## src/rtl/ogpt_pkg.sv

```systemverilog
// Package with the shared types, constants and helper functions of the Ogg granule tracker.
`timescale 1ns / 1ps
package ogpt_pkg;

    localparam int DEF_MAX_STREAMS     = 16;
    localparam int DEF_META_SCAN_LIMIT = 4096;
    localparam int TAG_LEN             = 6;
    localparam int TAG_MIN_PAYLOAD     = 8;
    localparam int HDR_LAST            = 26;

    // Command codes carried on the input channel.
    localparam logic CMD_BYTE   = 1'b0;
    localparam logic CMD_FINISH = 1'b1;

    typedef enum logic [2:0] {
        PH_HEADER   = 3'd0,
        PH_SEGMENTS = 3'd1,
        PH_PAYLOAD  = 3'd2
    } t_phase;

    typedef enum logic [2:0] {
        T_IDLE = 3'd0,
        T_LRD  = 3'd1,
        T_LCMP = 3'd2,
        T_MRD  = 3'd3,
        T_MCMP = 3'd4,
        T_OVR  = 3'd5,
        T_ERD  = 3'd6,
        T_EOUT = 3'd7
    } t_tbl_state;

    // One completed page handed from the parser to the stream table.
    typedef struct packed {
        logic [31:0] serial;
        logic [63:0] granule;
    } t_page_evt;

    // One report line.
    typedef struct packed {
        logic [31:0] stream_serial;
        logic [63:0] duration_samples;
        logic        is_overall;
        logic        last_of_report;
        logic        table_overflowed;
        logic        parse_halted;
    } t_result;

    // Capture pattern "OggS".
    function automatic logic [7:0] capture_byte(input logic [1:0] idx);
        logic [7:0] v;
        unique case (idx)
            2'd0:    v = 8'h4F;
            2'd1:    v = 8'h67;
            2'd2:    v = 8'h67;
            default: v = 8'h53;
        endcase
        return v;
    endfunction

    // Metadata tag "ECMETA".
    function automatic logic [7:0] tag_byte(input logic [2:0] idx);
        logic [7:0] v;
        unique case (idx)
            3'd0:    v = 8'h45;
            3'd1:    v = 8'h43;
            3'd2:    v = 8'h4D;
            3'd3:    v = 8'h45;
            3'd4:    v = 8'h54;
            default: v = 8'h41;
        endcase
        return v;
    endfunction

    // Duration of a track from the start granule, or the last granule if not above it.
    function automatic logic [63:0] adjusted(input logic [63:0] last,
                                             input logic [63:0] start);
        return (last > start) ? (last - start) : last;
    endfunction

endpackage

```

## src/rtl/ogpt_parser.sv

```systemverilog
// Byte-level Ogg page parser that tracks header fields, metadata and start granule.
`timescale 1ns / 1ps
module ogpt_parser #(
    parameter int META_SCAN_LIMIT = ogpt_pkg::DEF_META_SCAN_LIMIT
) (
    input  logic                i_clk,
    input  logic                i_rst_n,
    input  logic                i_take,
    input  logic [7:0]          i_byte,
    output logic                o_evt_valid,
    output ogpt_pkg::t_page_evt o_evt,
    output logic [63:0]         o_start_granule,
    output logic                o_halted
);
    import ogpt_pkg::*;

    t_phase      r_phase, n_phase;
    logic [4:0]  r_cnt, n_cnt;
    logic [63:0] r_granule, n_granule;
    logic [31:0] r_serial, n_serial;
    logic [7:0]  r_seg, n_seg;
    logic [16:0] r_size, n_size;
    logic [16:0] r_left, n_left;
    logic        r_tag, n_tag;
    logic        r_meta_found, n_meta_found;
    logic [31:0] r_meta_serial, n_meta_serial;
    logic [63:0] r_start, n_start;
    logic        r_start_found, n_start_found;
    logic        r_halted, n_halted;
    logic [4:0]  hdr_cnt;

    // Per-byte parsing and page completion.
    always_comb begin
        n_phase       = r_phase;
        n_cnt         = r_cnt;
        n_granule     = r_granule;
        n_serial      = r_serial;
        n_seg         = r_seg;
        n_size        = r_size;
        n_left        = r_left;
        n_tag         = r_tag;
        n_meta_found  = r_meta_found;
        n_meta_serial = r_meta_serial;
        n_start       = r_start;
        n_start_found = r_start_found;
        n_halted      = r_halted;
        o_evt_valid   = 1'b0;
        hdr_cnt       = (r_cnt > 5'(HDR_LAST)) ? 5'd0 : r_cnt;
        if (i_take && !r_halted) begin
            unique case (r_phase)
                PH_SEGMENTS: begin
                    n_size = r_size + {9'd0, i_byte};
                    n_seg  = r_seg - 8'd1;
                    if (r_seg == 8'd1) begin
                        n_cnt = 5'd0;
                        if (n_size == 17'd0) begin
                            n_phase = PH_HEADER;
                        end else begin
                            n_left  = n_size;
                            n_tag   = 1'b1;
                            n_phase = PH_PAYLOAD;
                        end
                    end
                end
                PH_PAYLOAD: begin
                    if (r_cnt < 5'(TAG_LEN)) begin
                        if (i_byte != tag_byte(r_cnt[2:0])) begin
                            n_tag = 1'b0;
                        end
                        n_cnt = r_cnt + 5'd1;
                    end
                    n_left = r_left - 17'd1;
                    if (r_left == 17'd1) begin
                        // The page ends with this byte.
                        if (!r_meta_found && n_tag && r_size >= 17'(TAG_MIN_PAYLOAD)
                            && r_size < 17'(META_SCAN_LIMIT)) begin
                            n_meta_found  = 1'b1;
                            n_meta_serial = r_serial;
                        end
                        if (!r_start_found && r_granule != 64'd0) begin
                            n_start_found = 1'b1;
                            n_start       = r_granule;
                        end
                        o_evt_valid = !(n_meta_found && r_serial == n_meta_serial);
                        n_phase     = PH_HEADER;
                        n_cnt       = 5'd0;
                    end
                end
                default: begin
                    n_phase = PH_HEADER;
                    if (hdr_cnt < 5'd4 && i_byte != capture_byte(hdr_cnt[1:0])) begin
                        n_halted = 1'b1;
                        n_cnt    = hdr_cnt;
                    end else begin
                        if (hdr_cnt >= 5'd6 && hdr_cnt <= 5'd13) begin
                            n_granule = {i_byte, r_granule[63:8]};
                        end else if (hdr_cnt >= 5'd14 && hdr_cnt <= 5'd17) begin
                            n_serial = {i_byte, r_serial[31:8]};
                        end
                        if (hdr_cnt == 5'(HDR_LAST)) begin
                            n_cnt  = 5'd0;
                            n_seg  = i_byte;
                            n_size = 17'd0;
                            if (i_byte != 8'd0) begin
                                n_phase = PH_SEGMENTS;
                            end
                        end else begin
                            n_cnt = hdr_cnt + 5'd1;
                        end
                    end
                end
            endcase
        end
    end

    // Parser state registers.
    always_ff @(posedge i_clk) begin
        if (!i_rst_n) begin
            r_phase       <= PH_HEADER;
            r_cnt         <= 5'd0;
            r_granule     <= 64'd0;
            r_serial      <= 32'd0;
            r_seg         <= 8'd0;
            r_size        <= 17'd0;
            r_left        <= 17'd0;
            r_tag         <= 1'b0;
            r_meta_found  <= 1'b0;
            r_meta_serial <= 32'd0;
            r_start       <= 64'd0;
            r_start_found <= 1'b0;
            r_halted      <= 1'b0;
        end else begin
            r_phase       <= n_phase;
            r_cnt         <= n_cnt;
            r_granule     <= n_granule;
            r_serial      <= n_serial;
            r_seg         <= n_seg;
            r_size        <= n_size;
            r_left        <= n_left;
            r_tag         <= n_tag;
            r_meta_found  <= n_meta_found;
            r_meta_serial <= n_meta_serial;
            r_start       <= n_start;
            r_start_found <= n_start_found;
            r_halted      <= n_halted;
        end
    end

    assign o_evt.serial    = r_serial;
    assign o_evt.granule   = r_granule;
    assign o_start_granule = r_start;
    assign o_halted        = r_halted;

endmodule

```

## src/rtl/ogpt_table.sv

```systemverilog
// Stream table in synchronous memories, with page update and report sequencing.
`timescale 1ns / 1ps
module ogpt_table #(
    parameter int MAX_STREAMS = ogpt_pkg::DEF_MAX_STREAMS
) (
    input  logic                i_clk,
    input  logic                i_rst_n,
    input  logic                i_evt_valid,
    input  ogpt_pkg::t_page_evt i_evt,
    input  logic                i_report,
    input  logic [63:0]         i_start_granule,
    input  logic                i_halted,
    output logic                o_busy,
    output logic                o_out_valid,
    input  logic                i_out_stall,
    output ogpt_pkg::t_result   o_result
);
    import ogpt_pkg::*;

    localparam int CW = $clog2(MAX_STREAMS + 1);
    localparam int IW = (MAX_STREAMS > 1) ? $clog2(MAX_STREAMS) : 1;

    logic [31:0] mem_serial  [MAX_STREAMS];
    logic [63:0] mem_granule [MAX_STREAMS];

    t_tbl_state  r_state, n_state;
    logic [CW-1:0] r_idx, n_idx;
    logic [CW-1:0] r_cnt, n_cnt;
    logic        r_ovf, n_ovf;
    logic [63:0] r_max, n_max;
    t_page_evt   r_evt, n_evt;
    logic        r_ovalid, n_ovalid;
    t_result     r_res, n_res;
    logic [31:0] r_rd_serial;
    logic [63:0] r_rd_granule;
    logic        rd_en, wr_ser, wr_gran;
    logic [IW-1:0] wr_addr;
    logic        out_free;
    logic        at_end;

    assign out_free = !r_ovalid || !i_out_stall;
    assign at_end   = (r_idx == r_cnt);

    // Next state of the sequencer.
    always_comb begin
        n_state = r_state;
        unique case (r_state)
            T_IDLE: begin
                if (i_evt_valid) begin
                    n_state = T_LRD;
                end else if (i_report) begin
                    n_state = T_MRD;
                end
            end
            T_LRD:  n_state = at_end ? T_IDLE : T_LCMP;
            T_LCMP: n_state = (r_rd_serial == r_evt.serial) ? T_IDLE : T_LRD;
            T_MRD:  n_state = at_end ? T_OVR : T_MCMP;
            T_MCMP: n_state = T_MRD;
            T_OVR: begin
                if (out_free) begin
                    n_state = (r_cnt == '0) ? T_IDLE : T_ERD;
                end
            end
            T_ERD:  n_state = T_EOUT;
            T_EOUT: begin
                if (out_free) begin
                    n_state = (r_idx + CW'(1) == r_cnt) ? T_IDLE : T_ERD;
                end
            end
            default: n_state = T_IDLE;
        endcase
    end

    // Datapath actions of each state.
    always_comb begin
        n_idx    = r_idx;
        n_cnt    = r_cnt;
        n_ovf    = r_ovf;
        n_max    = r_max;
        n_evt    = r_evt;
        n_res    = r_res;
        n_ovalid = r_ovalid && i_out_stall;
        rd_en    = 1'b0;
        wr_ser   = 1'b0;
        wr_gran  = 1'b0;
        wr_addr  = r_idx[IW-1:0];
        unique case (r_state)
            T_IDLE: begin
                if (i_evt_valid) begin
                    n_evt = i_evt;
                    n_idx = '0;
                end else if (i_report) begin
                    n_idx = '0;
                    n_max = 64'd0;
                end
            end
            T_LRD: begin
                if (at_end) begin
                    if (r_cnt == CW'(MAX_STREAMS)) begin
                        n_ovf = 1'b1;
                    end else begin
                        wr_ser  = 1'b1;
                        wr_gran = 1'b1;
                        wr_addr = r_cnt[IW-1:0];
                        n_cnt   = r_cnt + CW'(1);
                    end
                end else begin
                    rd_en = 1'b1;
                end
            end
            T_LCMP: begin
                if (r_rd_serial == r_evt.serial) begin
                    wr_gran = 1'b1;
                end else begin
                    n_idx = r_idx + CW'(1);
                end
            end
            T_MRD: begin
                rd_en = !at_end;
            end
            T_MCMP: begin
                if (r_rd_granule > r_max) begin
                    n_max = r_rd_granule;
                end
                n_idx = r_idx + CW'(1);
            end
            T_OVR: begin
                if (out_free) begin
                    n_ovalid                 = 1'b1;
                    n_res.stream_serial      = 32'd0;
                    n_res.duration_samples   = adjusted(r_max, i_start_granule);
                    n_res.is_overall         = 1'b1;
                    n_res.last_of_report     = (r_cnt == '0);
                    n_res.table_overflowed   = r_ovf;
                    n_res.parse_halted       = i_halted;
                    n_idx                    = '0;
                end
            end
            T_ERD: begin
                rd_en = 1'b1;
            end
            T_EOUT: begin
                if (out_free) begin
                    n_ovalid                 = 1'b1;
                    n_res.stream_serial      = r_rd_serial;
                    n_res.duration_samples   = adjusted(r_rd_granule, i_start_granule);
                    n_res.is_overall         = 1'b0;
                    n_res.last_of_report     = (r_idx + CW'(1) == r_cnt);
                    n_res.table_overflowed   = r_ovf;
                    n_res.parse_halted       = i_halted;
                    n_idx                    = r_idx + CW'(1);
                end
            end
            default: begin
                n_ovalid = r_ovalid && i_out_stall;
            end
        endcase
    end

    // Entry memories with a registered read port.
    always_ff @(posedge i_clk) begin
        if (wr_ser) begin
            mem_serial[wr_addr] <= r_evt.serial;
        end
        if (wr_gran) begin
            mem_granule[wr_addr] <= r_evt.granule;
        end
        if (rd_en) begin
            r_rd_serial  <= mem_serial[r_idx[IW-1:0]];
            r_rd_granule <= mem_granule[r_idx[IW-1:0]];
        end
    end

    // Control registers.
    always_ff @(posedge i_clk) begin
        if (!i_rst_n) begin
            r_state  <= T_IDLE;
            r_idx    <= '0;
            r_cnt    <= '0;
            r_ovf    <= 1'b0;
            r_ovalid <= 1'b0;
        end else begin
            r_state  <= n_state;
            r_idx    <= n_idx;
            r_cnt    <= n_cnt;
            r_ovf    <= n_ovf;
            r_ovalid <= n_ovalid;
        end
    end

    // Payload registers.
    always_ff @(posedge i_clk) begin
        r_max <= n_max;
        r_evt <= n_evt;
        r_res <= n_res;
    end

    assign o_busy      = (r_state != T_IDLE);
    assign o_out_valid = r_ovalid;
    assign o_result    = r_res;

endmodule

```

## src/rtl/ogg_page_granule_tracker_unit.sv

```systemverilog
// Top level of the Ogg page granule tracker.
//
//  Channel  | Direction | Handshake               | Payload
//  ---------+-----------+-------------------------+------------------------------------
//  input    | in        | i_in_valid / o_in_stall | i_cmd, i_byte_value
//  result   | out       | o_out_valid/ i_out_stall| serial, duration, flags
//
// A file byte is taken whenever the input is not stalled. The byte that ends a page
// of any stream but the metadata one starts a table lookup that compares each stored
// entry of the memory in turn, input stalled. A finish command scans for the maximum,
// then emits the overall result and one per entry while the output is not stalled.
// Reset is synchronous and active low; the entry memories need no clearing.
`timescale 1ns / 1ps
module ogg_page_granule_tracker_unit #(
    parameter int MAX_STREAMS     = ogpt_pkg::DEF_MAX_STREAMS,
    parameter int META_SCAN_LIMIT = ogpt_pkg::DEF_META_SCAN_LIMIT
) (
    input  logic        i_clk,
    input  logic        i_rst_n,
    input  logic        i_in_valid,
    output logic        o_in_stall,
    input  logic        i_cmd,
    input  logic [7:0]  i_byte_value,
    output logic        o_out_valid,
    input  logic        i_out_stall,
    output logic [31:0] o_stream_serial,
    output logic [63:0] o_duration_samples,
    output logic        o_is_overall,
    output logic        o_last_of_report,
    output logic        o_table_overflowed,
    output logic        o_parse_halted
);
    import ogpt_pkg::*;

    logic        take;
    logic        busy;
    logic        evt_valid;
    t_page_evt   evt;
    logic [63:0] start_granule;
    logic        halted;
    t_result     result;

    // An input transfer happens when the input is valid and the table is idle.
    assign take       = i_in_valid && !busy;
    assign o_in_stall = busy;

    ogpt_parser #(
        .META_SCAN_LIMIT(META_SCAN_LIMIT)
    ) u_parser (
        .i_clk          (i_clk),
        .i_rst_n        (i_rst_n),
        .i_take         (take && i_cmd == CMD_BYTE),
        .i_byte         (i_byte_value),
        .o_evt_valid    (evt_valid),
        .o_evt          (evt),
        .o_start_granule(start_granule),
        .o_halted       (halted)
    );

    ogpt_table #(
        .MAX_STREAMS(MAX_STREAMS)
    ) u_table (
        .i_clk          (i_clk),
        .i_rst_n        (i_rst_n),
        .i_evt_valid    (evt_valid),
        .i_evt          (evt),
        .i_report       (take && i_cmd == CMD_FINISH),
        .i_start_granule(start_granule),
        .i_halted       (halted),
        .o_busy         (busy),
        .o_out_valid    (o_out_valid),
        .i_out_stall    (i_out_stall),
        .o_result       (result)
    );

    // Unpack the result register onto the output ports.
    assign o_stream_serial    = result.stream_serial;
    assign o_duration_samples = result.duration_samples;
    assign o_is_overall       = result.is_overall;
    assign o_last_of_report   = result.last_of_report;
    assign o_table_overflowed = result.table_overflowed;
    assign o_parse_halted     = result.parse_halted;

endmodule

```

## config.mk

```make
export PLATFORM = sky130hd
export DESIGN_NAME = ogg_page_granule_tracker_unit
export DESIGN_NICKNAME = d
export VERILOG_FILES = /design/src/rtl/ogpt_pkg.sv /design/src/rtl/ogpt_parser.sv /design/src/rtl/ogpt_table.sv /design/src/rtl/ogg_page_granule_tracker_unit.sv
export SDC_FILE = /design/constraint.sdc
export NUM_CORES = 2
export LEC_CHECK = 0
export BUFFER_PORTS_ARGS = -buffer_cell sky130_fd_sc_hd__buf_4
export CAP_MARGIN = 40
export CORE_ASPECT_RATIO = 0.5
export CORE_MARGIN = 4
export CORE_UTILIZATION = 55
export CTS_BUF_LIST = sky130_fd_sc_hd__clkbuf_8
export DETAILED_ROUTE_END_ITERATION = 10
export PLACE_DENSITY = 0.68
export SYNTH_ARGS = -nofsm -noshare
export SYNTH_HDL_FRONTEND = slang
export SYNTH_SLANG_ARGS = --single-unit
export TNS_END_PERCENT = 5
```

## constraint.sdc

```tcl
create_clock -name i_clk -period 23.1 [get_ports i_clk]
set_input_delay 1.155 -clock i_clk [delete_from_list [all_inputs] [get_ports i_clk]]
set_output_delay 1.155 -clock i_clk [all_outputs]
set_load 0.01 [all_outputs]
```

# ---- Word level (Yosys, flattened, before mapping)
# Memories as Yosys holds them, arrays and structs flattened. A register that Yosys moved wholly into a read port is not among the register bits.
# Index checks and enable logic that the tools add are counted.
dict set report word_totals {
  input_bits 13
  reg_bits 521
  mem_bits_rw 1536
  out_inout_bits 102
  n_memories 2
  word_cells 237
}
# name depth width read_ports rd_ports_with_merged_regs write_ports line_no
set mem_list {}
lappend mem_list {u_table.mem_granule 16 64 1 1 1 ogpt_table.sv:24} ;# logic [63:0] mem_granule [MAX_STREAMS];
lappend mem_list {u_table.mem_serial 16 32 1 1 1 ogpt_table.sv:23} ;# logic [31:0] mem_serial [MAX_STREAMS];
dict set report op_classes {
  muxes 89
  magnitude_cmp 12
  n_reduce_logical 55
  eq_ne 37
  n_addsub 9
  n_bitwise 6
}
# operator n
set ops {}
lappend ops {{$mux W64} 5}
lappend ops {{$mux W100} 2}
lappend ops {{$pmux W100 S2} 1}
lappend ops {{$gt A64 B64 Y1} 3}
lappend ops {{$mux W32} 4}
lappend ops {{$pmux W64 S2} 1}
lappend ops {{$sub A64 B64 Y64} 2}
lappend ops {{$mux W17} 4}
lappend ops {{$pmux W17 S2} 2}
lappend ops {{$eq A32 B32 Y1} 2}
lappend ops {{$reduce_bool A64 Y1} 1}
lappend ops {{$mux W8} 7}
lappend ops {{$mux W5} 11}
lappend ops {{$mux W3} 10}
lappend ops {{$mux W1} 27}
lappend ops {{$pmux W5 S5} 1}
lappend ops {{$pmux W3 S8} 1}
lappend ops {{$reduce_and A3 Y1} 8}
lappend ops {{$add A5 B1 Y5 const B} 4}
lappend ops {{$pmux W5 S4} 1}
lappend ops {{$reduce_and A4 Y1} 5}
lappend ops {{$add A17 B8 Y17} 1}
lappend ops {{$eq A17 B1 Y1 const B} 1}
lappend ops {{$ge A17 B4 Y1 const B} 1}
lappend ops {{45 further kinds} 103}

# ---- Longest topological paths before layout
dict set report logic_depth {
  word_depth 26
  mapped_depth 18
  ltp_nobuf 15
}

# ---- Cells and area by module
# A second synthesis with hierarchy kept.
dict set report unflattened {
  cells_unflattened 6076
  area_unflattened_um2 93651.1
}
# mod seq_area_each_um2 cells_per_inst n_inst area_each_um2
set by_module_without_submodules {}
lappend by_module_without_submodules {ogpt_table 57114.8 4643 1 82039.9}
lappend by_module_without_submodules {ogpt_parser 4904.7 1431 1 11589.9}
lappend by_module_without_submodules {ogg_page_granule_tracker_unit 0.0 2 1 21.3}

# ---- Worst setup path after synthesis
# No wires, ideal clock.
dict set report synth_path {
  path_type {input -> register}
  startpoint {in i_byte_value[0]}
  endpoint {reg u_table.r_idx[3]}
  n_path_buf 1
  setup_time_ns 0.059
  slack_ns 9.327
  arrival_time_ns 13.714
  required_time_ns 23.041
  stages 12
  cell_sequence {clkbuf_1 xor2_1 o21ai_0 nand4_1 o31ai_1 nand4_1 nor4b_1 o22a_1 nand2_1 or2_2 o31ai_1 and2_1}
}
dict set report synth_between {
  elab_chain_cells 20
  elab_cells_between_ends 26
  classes_between {eq/ne (3); mux (17); reduce/logical (6)}
}
# element line_no
set synth_lines {}
lappend synth_lines {{from (decl)} ogg_page_granule_tracker_unit.sv:23} ;# input logic [7:0] i_byte_value,
lappend synth_lines {{$ne A8 B8 Y1 *} ogpt_parser.sv:67} ;# if (i_byte != tag_byte(r_cnt[2:0])) begin
lappend synth_lines {{$mux W1 *} ogpt_parser.sv:67}
lappend synth_lines {{$mux W1 *} ogpt_parser.sv:66} ;# if (r_cnt < 5'(TAG_LEN)) begin
lappend synth_lines {{$mux W1 *} ogpt_parser.sv:50} ;# unique case (r_phase)
lappend synth_lines {{$mux W1 *} ogpt_parser.sv:49} ;# if (i_take && !r_halted) begin
lappend synth_lines {{$logic_and A1 B1 Y1 * (2 in a row)} ogpt_parser.sv:75} ;# if (!r_meta_found && n_tag && r_size >= 17'(TAG_MIN_PAYLOAD)
lappend synth_lines {{$logic_and A1 B1 Y1 *} ogpt_parser.sv:76} ;# && r_size < 17'(META_SCAN_LIMIT)) begin
lappend synth_lines {{$mux W32} ogpt_parser.sv:75}
lappend synth_lines {{[3 not listed]} n/a}
lappend synth_lines {{$eq A32 B32 Y1} ogpt_parser.sv:84} ;# o_evt_valid = !(n_meta_found && r_serial == n_meta_serial);
lappend synth_lines {{$logic_and A1 B1 Y1 *} ogpt_parser.sv:84}
lappend synth_lines {{$logic_not A1 Y1 *} ogpt_parser.sv:84}
lappend synth_lines {{$mux W1 *} ogpt_parser.sv:73} ;# if (r_left == 17'd1) begin
lappend synth_lines {{$mux W1 *} ogpt_parser.sv:50}
lappend synth_lines {{$mux W1 *} ogpt_parser.sv:49}
lappend synth_lines {{$ne A3 B2 Y1 (no source line) or $mux W5 (tied branches)} n/a}
lappend synth_lines {{$reduce_and A5 Y1 (no source line) or $pmux W5 S5 (tied branches)} n/a}
lappend synth_lines {{to (signal assigned)} ogpt_table.sv:184} ;# r_idx <= n_idx;
lappend synth_lines {{to (decl)} ogpt_table.sv:27} ;# logic [CW-1:0] r_idx, n_idx;
# Mark *: on every way between the ends. The rest lies on a longest branch, timed or not. The select of a mux whose other input is x is not followed.
# A chain may end at the register's enable or synchronous reset.

# ---- Final worst setup path
dict set report layout_path {
  startpoint {reg u_table.r_evt[80] (netlist name)}
  endpoint {mem u_table.mem_granule[10][50], enable pin}
}
dict set report layout_between {
  elab_chain_cells 5
}
# element line_no
set layout_lines {}
lappend layout_lines {{from (decl)} ogpt_table.sv:31} ;# t_page_evt r_evt, n_evt;
lappend layout_lines {{from (signal assigned)} ogpt_table.sv:194} ;# r_evt <= n_evt;
lappend layout_lines {{$eq A32 B32 Y1} ogpt_table.sv:112} ;# if (r_rd_serial == r_evt.serial) begin
lappend layout_lines {{$mux W1} ogpt_table.sv:112}
lappend layout_lines {{$pmux W1 S2} ogpt_table.sv:87} ;# unique case (r_state)
lappend layout_lines {{$mux W1} ogpt_table.sv:165} ;# if (wr_gran) begin
lappend layout_lines {{$mux W1 (not written as such)} ogpt_table.sv:166} ;# mem_granule[wr_addr] <= r_evt.granule;
lappend layout_lines {{to (decl)} ogpt_table.sv:24}
# Every way passes these cells.

==> impl_metrics.yaml <==
status:
  outcome: "finished, final reports clean"
placed_design:
  hpwlAfterDp_microns: 154000
  place_ws_ps: 17630
  globalplace.congestion: 0.942
  port_buffers: 114
sta:
  tightest_slew_ps: 1000
  skew_ps: 113
  rsz0062_at_grt: "false"
  period_needed_ps: 5340
  post-route-period-util_pct: 23.1
  finalSetupTns_ps: 0
  timing.slew.headroom_pct: 33.2
  fmax_ghz: 0.187
  worst_slack_ps: 17760
  setup_viol: 0
  slew_violations: 0
  timing.final.hold_violations: 0
critical_path:
  crit_type: "reg2reg"
  reg2reg_from: "u_table.r_evt[80]$_DFFE_PP_"
  startpoint: "u_table.r_evt[80]$_DFFE_PP_"
  cp_max_fo: 29
  worstPathRequired_ps: 23670
  crit_path_end_kind: "register"
  critPathArrivalTime_ps: 5910
  cp-start-kind: "register"
finish:
  syn_to_final_growth_pct: 10.4
  layout-drive-gt1-share_pct: 18.2
  num-nets-final: 6398
  fillers: 12193
  final_core_util_pct: 61.1
floorplan:
  io_pins: 115
  die_x_microns: 588
  coreArea_sq_um: 167000
  die_y_microns: 298
  rows: 106
  start_util_pct: 55.4
  die_area_sq_um: 175000
synthesis:
  synth-async-reset-ratio_pct: 0
  synth-seq-cells: 2152
  synth_warnings: 0
  syn_area_sq_um: 92600
  synth-main-ff-cell: "edfxtp_1"
  synth_most_common_cell: "edfxtp_1"
  yosysTopAreaCell: "edfxtp_1"
  synth_top_area_share_pct: 61.4
  synth_area_leaders: "edfxtp_1 61%, mux4_2 12%, dfxtp_1 5.6%"
  synth.yosys.seq_area_share_pct: 67.0
  synthCells: 5932
  synth_fp_nets: 6166
  syn_area_per_cell_sq_um: 15.6
  synth_edf_count: 1892
  yosys.cell_types.count: 84
  yosys-top-cells-count: "1892 x edfxtp_1, 507 x nand2_1, 480 x mux4_2, 354 x a21oi_1, 278 x nor2_1"
power_and_ir_drop:
  finalPower_mw: 10.6
  p_per_area_nw_per_um2: 103
  power_leakage_nw: 32.8
  ir_drop_v: 0.0000961
routing:
  drt-vias-per-instance: 6.32
  detail_route.drc_violations: 0
  vias: 54805
  drt_iter0_drc: 7424
  dr.pass1.iters: 6
  routed_wirelength_microns: 248000
  ant_nets: 0
  routedWlPerCell_microns: 28.6
grt:
  grt_pass1_wl_microns: 363000
  grt_use_total_pct: 28.0
  grt_pass1_vias: 53619
  grt_max_degree: 152
  grt-ovfl-total: 0
  grt_antenna_before_repair: 14
worst_hold_path:
  hold_class: "reg2reg"
  hp-start: "u_table.r_ovf$_SDFFE_PN0P_"
cts:
  cts_made_buffers: 302
  cts_root_buf: "clkbuf_8"
  cts_buffer_depth: 4
  postCtsHoldBufs: 0
  cts_setup_buffers: 0
  cts_tree: "yes"
  clk_latency_ps: 970
  htreeDepth: 5
  cts_resized: 0
  cts_sinks: 2152
  path_clk_slew_ps: 70
flow_run:
  max_cap_viol_count: 0
-- per-stage QoR --
| step | cell area [sq um] | hold slack (ps) | instances |
|---|---|---|---|
| 2_1_floorplan | 92600 | 409 | 5932 |
| 3_3_place_gp | 96100 | 426 | 8103 |
| 3_5_place_dp | 96700 | 431 | 8128 |
| 4_1_cts | 102000 | 450 | 8666 |
| 5_1_grt | 102000 | 459 | 8667 |
| 6_report | 102000 | 453 | 8671 |
-- report_power, final --
part	leakage (nW)	switching, mW	total, mW	internal (mW)
logic	10.7	1.79	3.05	1.26
clock network	3.28	1.44	2.79	1.35
registers	18.8	0.195	4.73	4.53
total	32.8	3.42	10.6	7.15
-- final timing paths --
| check | to | depth (start not counted) | slack (ps) |
|---|---|---|---|
| max | u_table.mem_granule[10][50]$_DFFE_PP_ | 12 | 17760 |
| min | u_table.o_result[1]$_DFFE_PP_ | 0 | 450 |
| max reg2reg | u_table.mem_granule[10][50]$_DFFE_PP_ | 12 | 17760 |
| min reg2reg | u_table.o_result[1]$_DFFE_PP_ | 0 | 450 |
-- worst max-delay path, cell delays in order (launching register included) --
cell and delay, ps:
edfxtp_1 620, xnor2_1 370, nand4_1 230, nor4_1 790, nand3_1 190, nor4_1 220
clkdlybuf4s18_2 310, nor2_1 90, buf_4 200, or2_2 410, nor2_4 430, buf_4 550
buf_4 540
-- layout by cell type, fill, tap and decap left out, types with 17 or more instances in the layout --
master,synthesis,final
edfxtp_1,1892,1892
nand2_1,507,507
mux4_2,480,480
a21oi_1,354,353
clkbuf_8,0,322
inv_1,185,312
dfxtp_1,260,257
nor2_1,278,256
ha_1,218,218
buf_4,8,212
o21ai_0,138,137
xnor2_1,134,134
and2_1,119,119
a21boi_0,114,114
a21o_1,103,102
a211oi_1,77,77
xor2_1,74,74
nand4_1,74,74
nor3_1,76,65
nand3_1,52,52
mux2i_1,51,51
clkinv_1,0,49
nor4_1,39,37
nor2b_1,36,36
nand2b_1,33,33
o21a_1,31,31
o21bai_1,27,27
a31oi_1,26,26
nor2_4,0,21
clkinv_2,0,21
and3_1,22,19
o211ai_1,19,19
a22oi_1,17,17
buf_16,0,17
-- routing by layer --
layer  global-route usage [%]  vias to the layer above  wire (microns)
li1                         -                    23551               -
met1                     41.8                    27994          104000
met2                     42.3                     2847          113000
met3                     6.06                      411           24700
met4                     7.40                        2            6410
met5                        0                        -              13
-- logic make-up after synthesis --
family | after synthesis | share of synthesized area, %
flip-flops | 2152 | 67.0
AND/OR/NAND/NOR | 1305 | 6.62
AO/OA/AOI/OAI | 1019 | 7.10
multiplexers | 531 | 12.2
buffers and inverters | 496 | 2.08
adder cells (fa/ha/maj) | 221 | 3.01
XOR/XNOR | 208 | 1.97
-- cell type report --
type / count / area (sq um) / area share (%)
Antenna cell: 5 / 12.5 / 0.0122
Clock buffer: 322 / 4430 / 4.34
Clock inverter: 216 / 1070 / 1.04
Inverter: 187 / 716 / 0.700
Multi-Input combinational cell: 3284 / 28900 / 28.3
Sequential cell: 2152 / 62000 / 60.7
Tap cell: 2268 / 2840 / 2.78
Timing Repair Buffer: 237 / 2180 / 2.13
-- flip-flops by register name, indices dropped and copies added, names as in the netlist, 2 cells and up --
name,count
u_table.r_idx,5
u_parser.r_cnt,5
u_parser.r_granule,64
u_parser.r_left,17
u_parser.r_meta_serial,32
u_table.r_max,64
u_table.o_result,100
u_table.r_cnt,5
u_parser.r_serial,32
u_table.mem_serial,512
u_table.r_rd_granule,64
u_parser.r_seg,8
u_table.r_rd_serial,32
u_table.mem_granule,1024
u_table.r_evt,96
u_parser.r_size,17
u_parser.r_phase,2
u_parser.o_start_granule,64
u_table.r_state,3
Note: power is estimated with default switching activity, not from simulation.
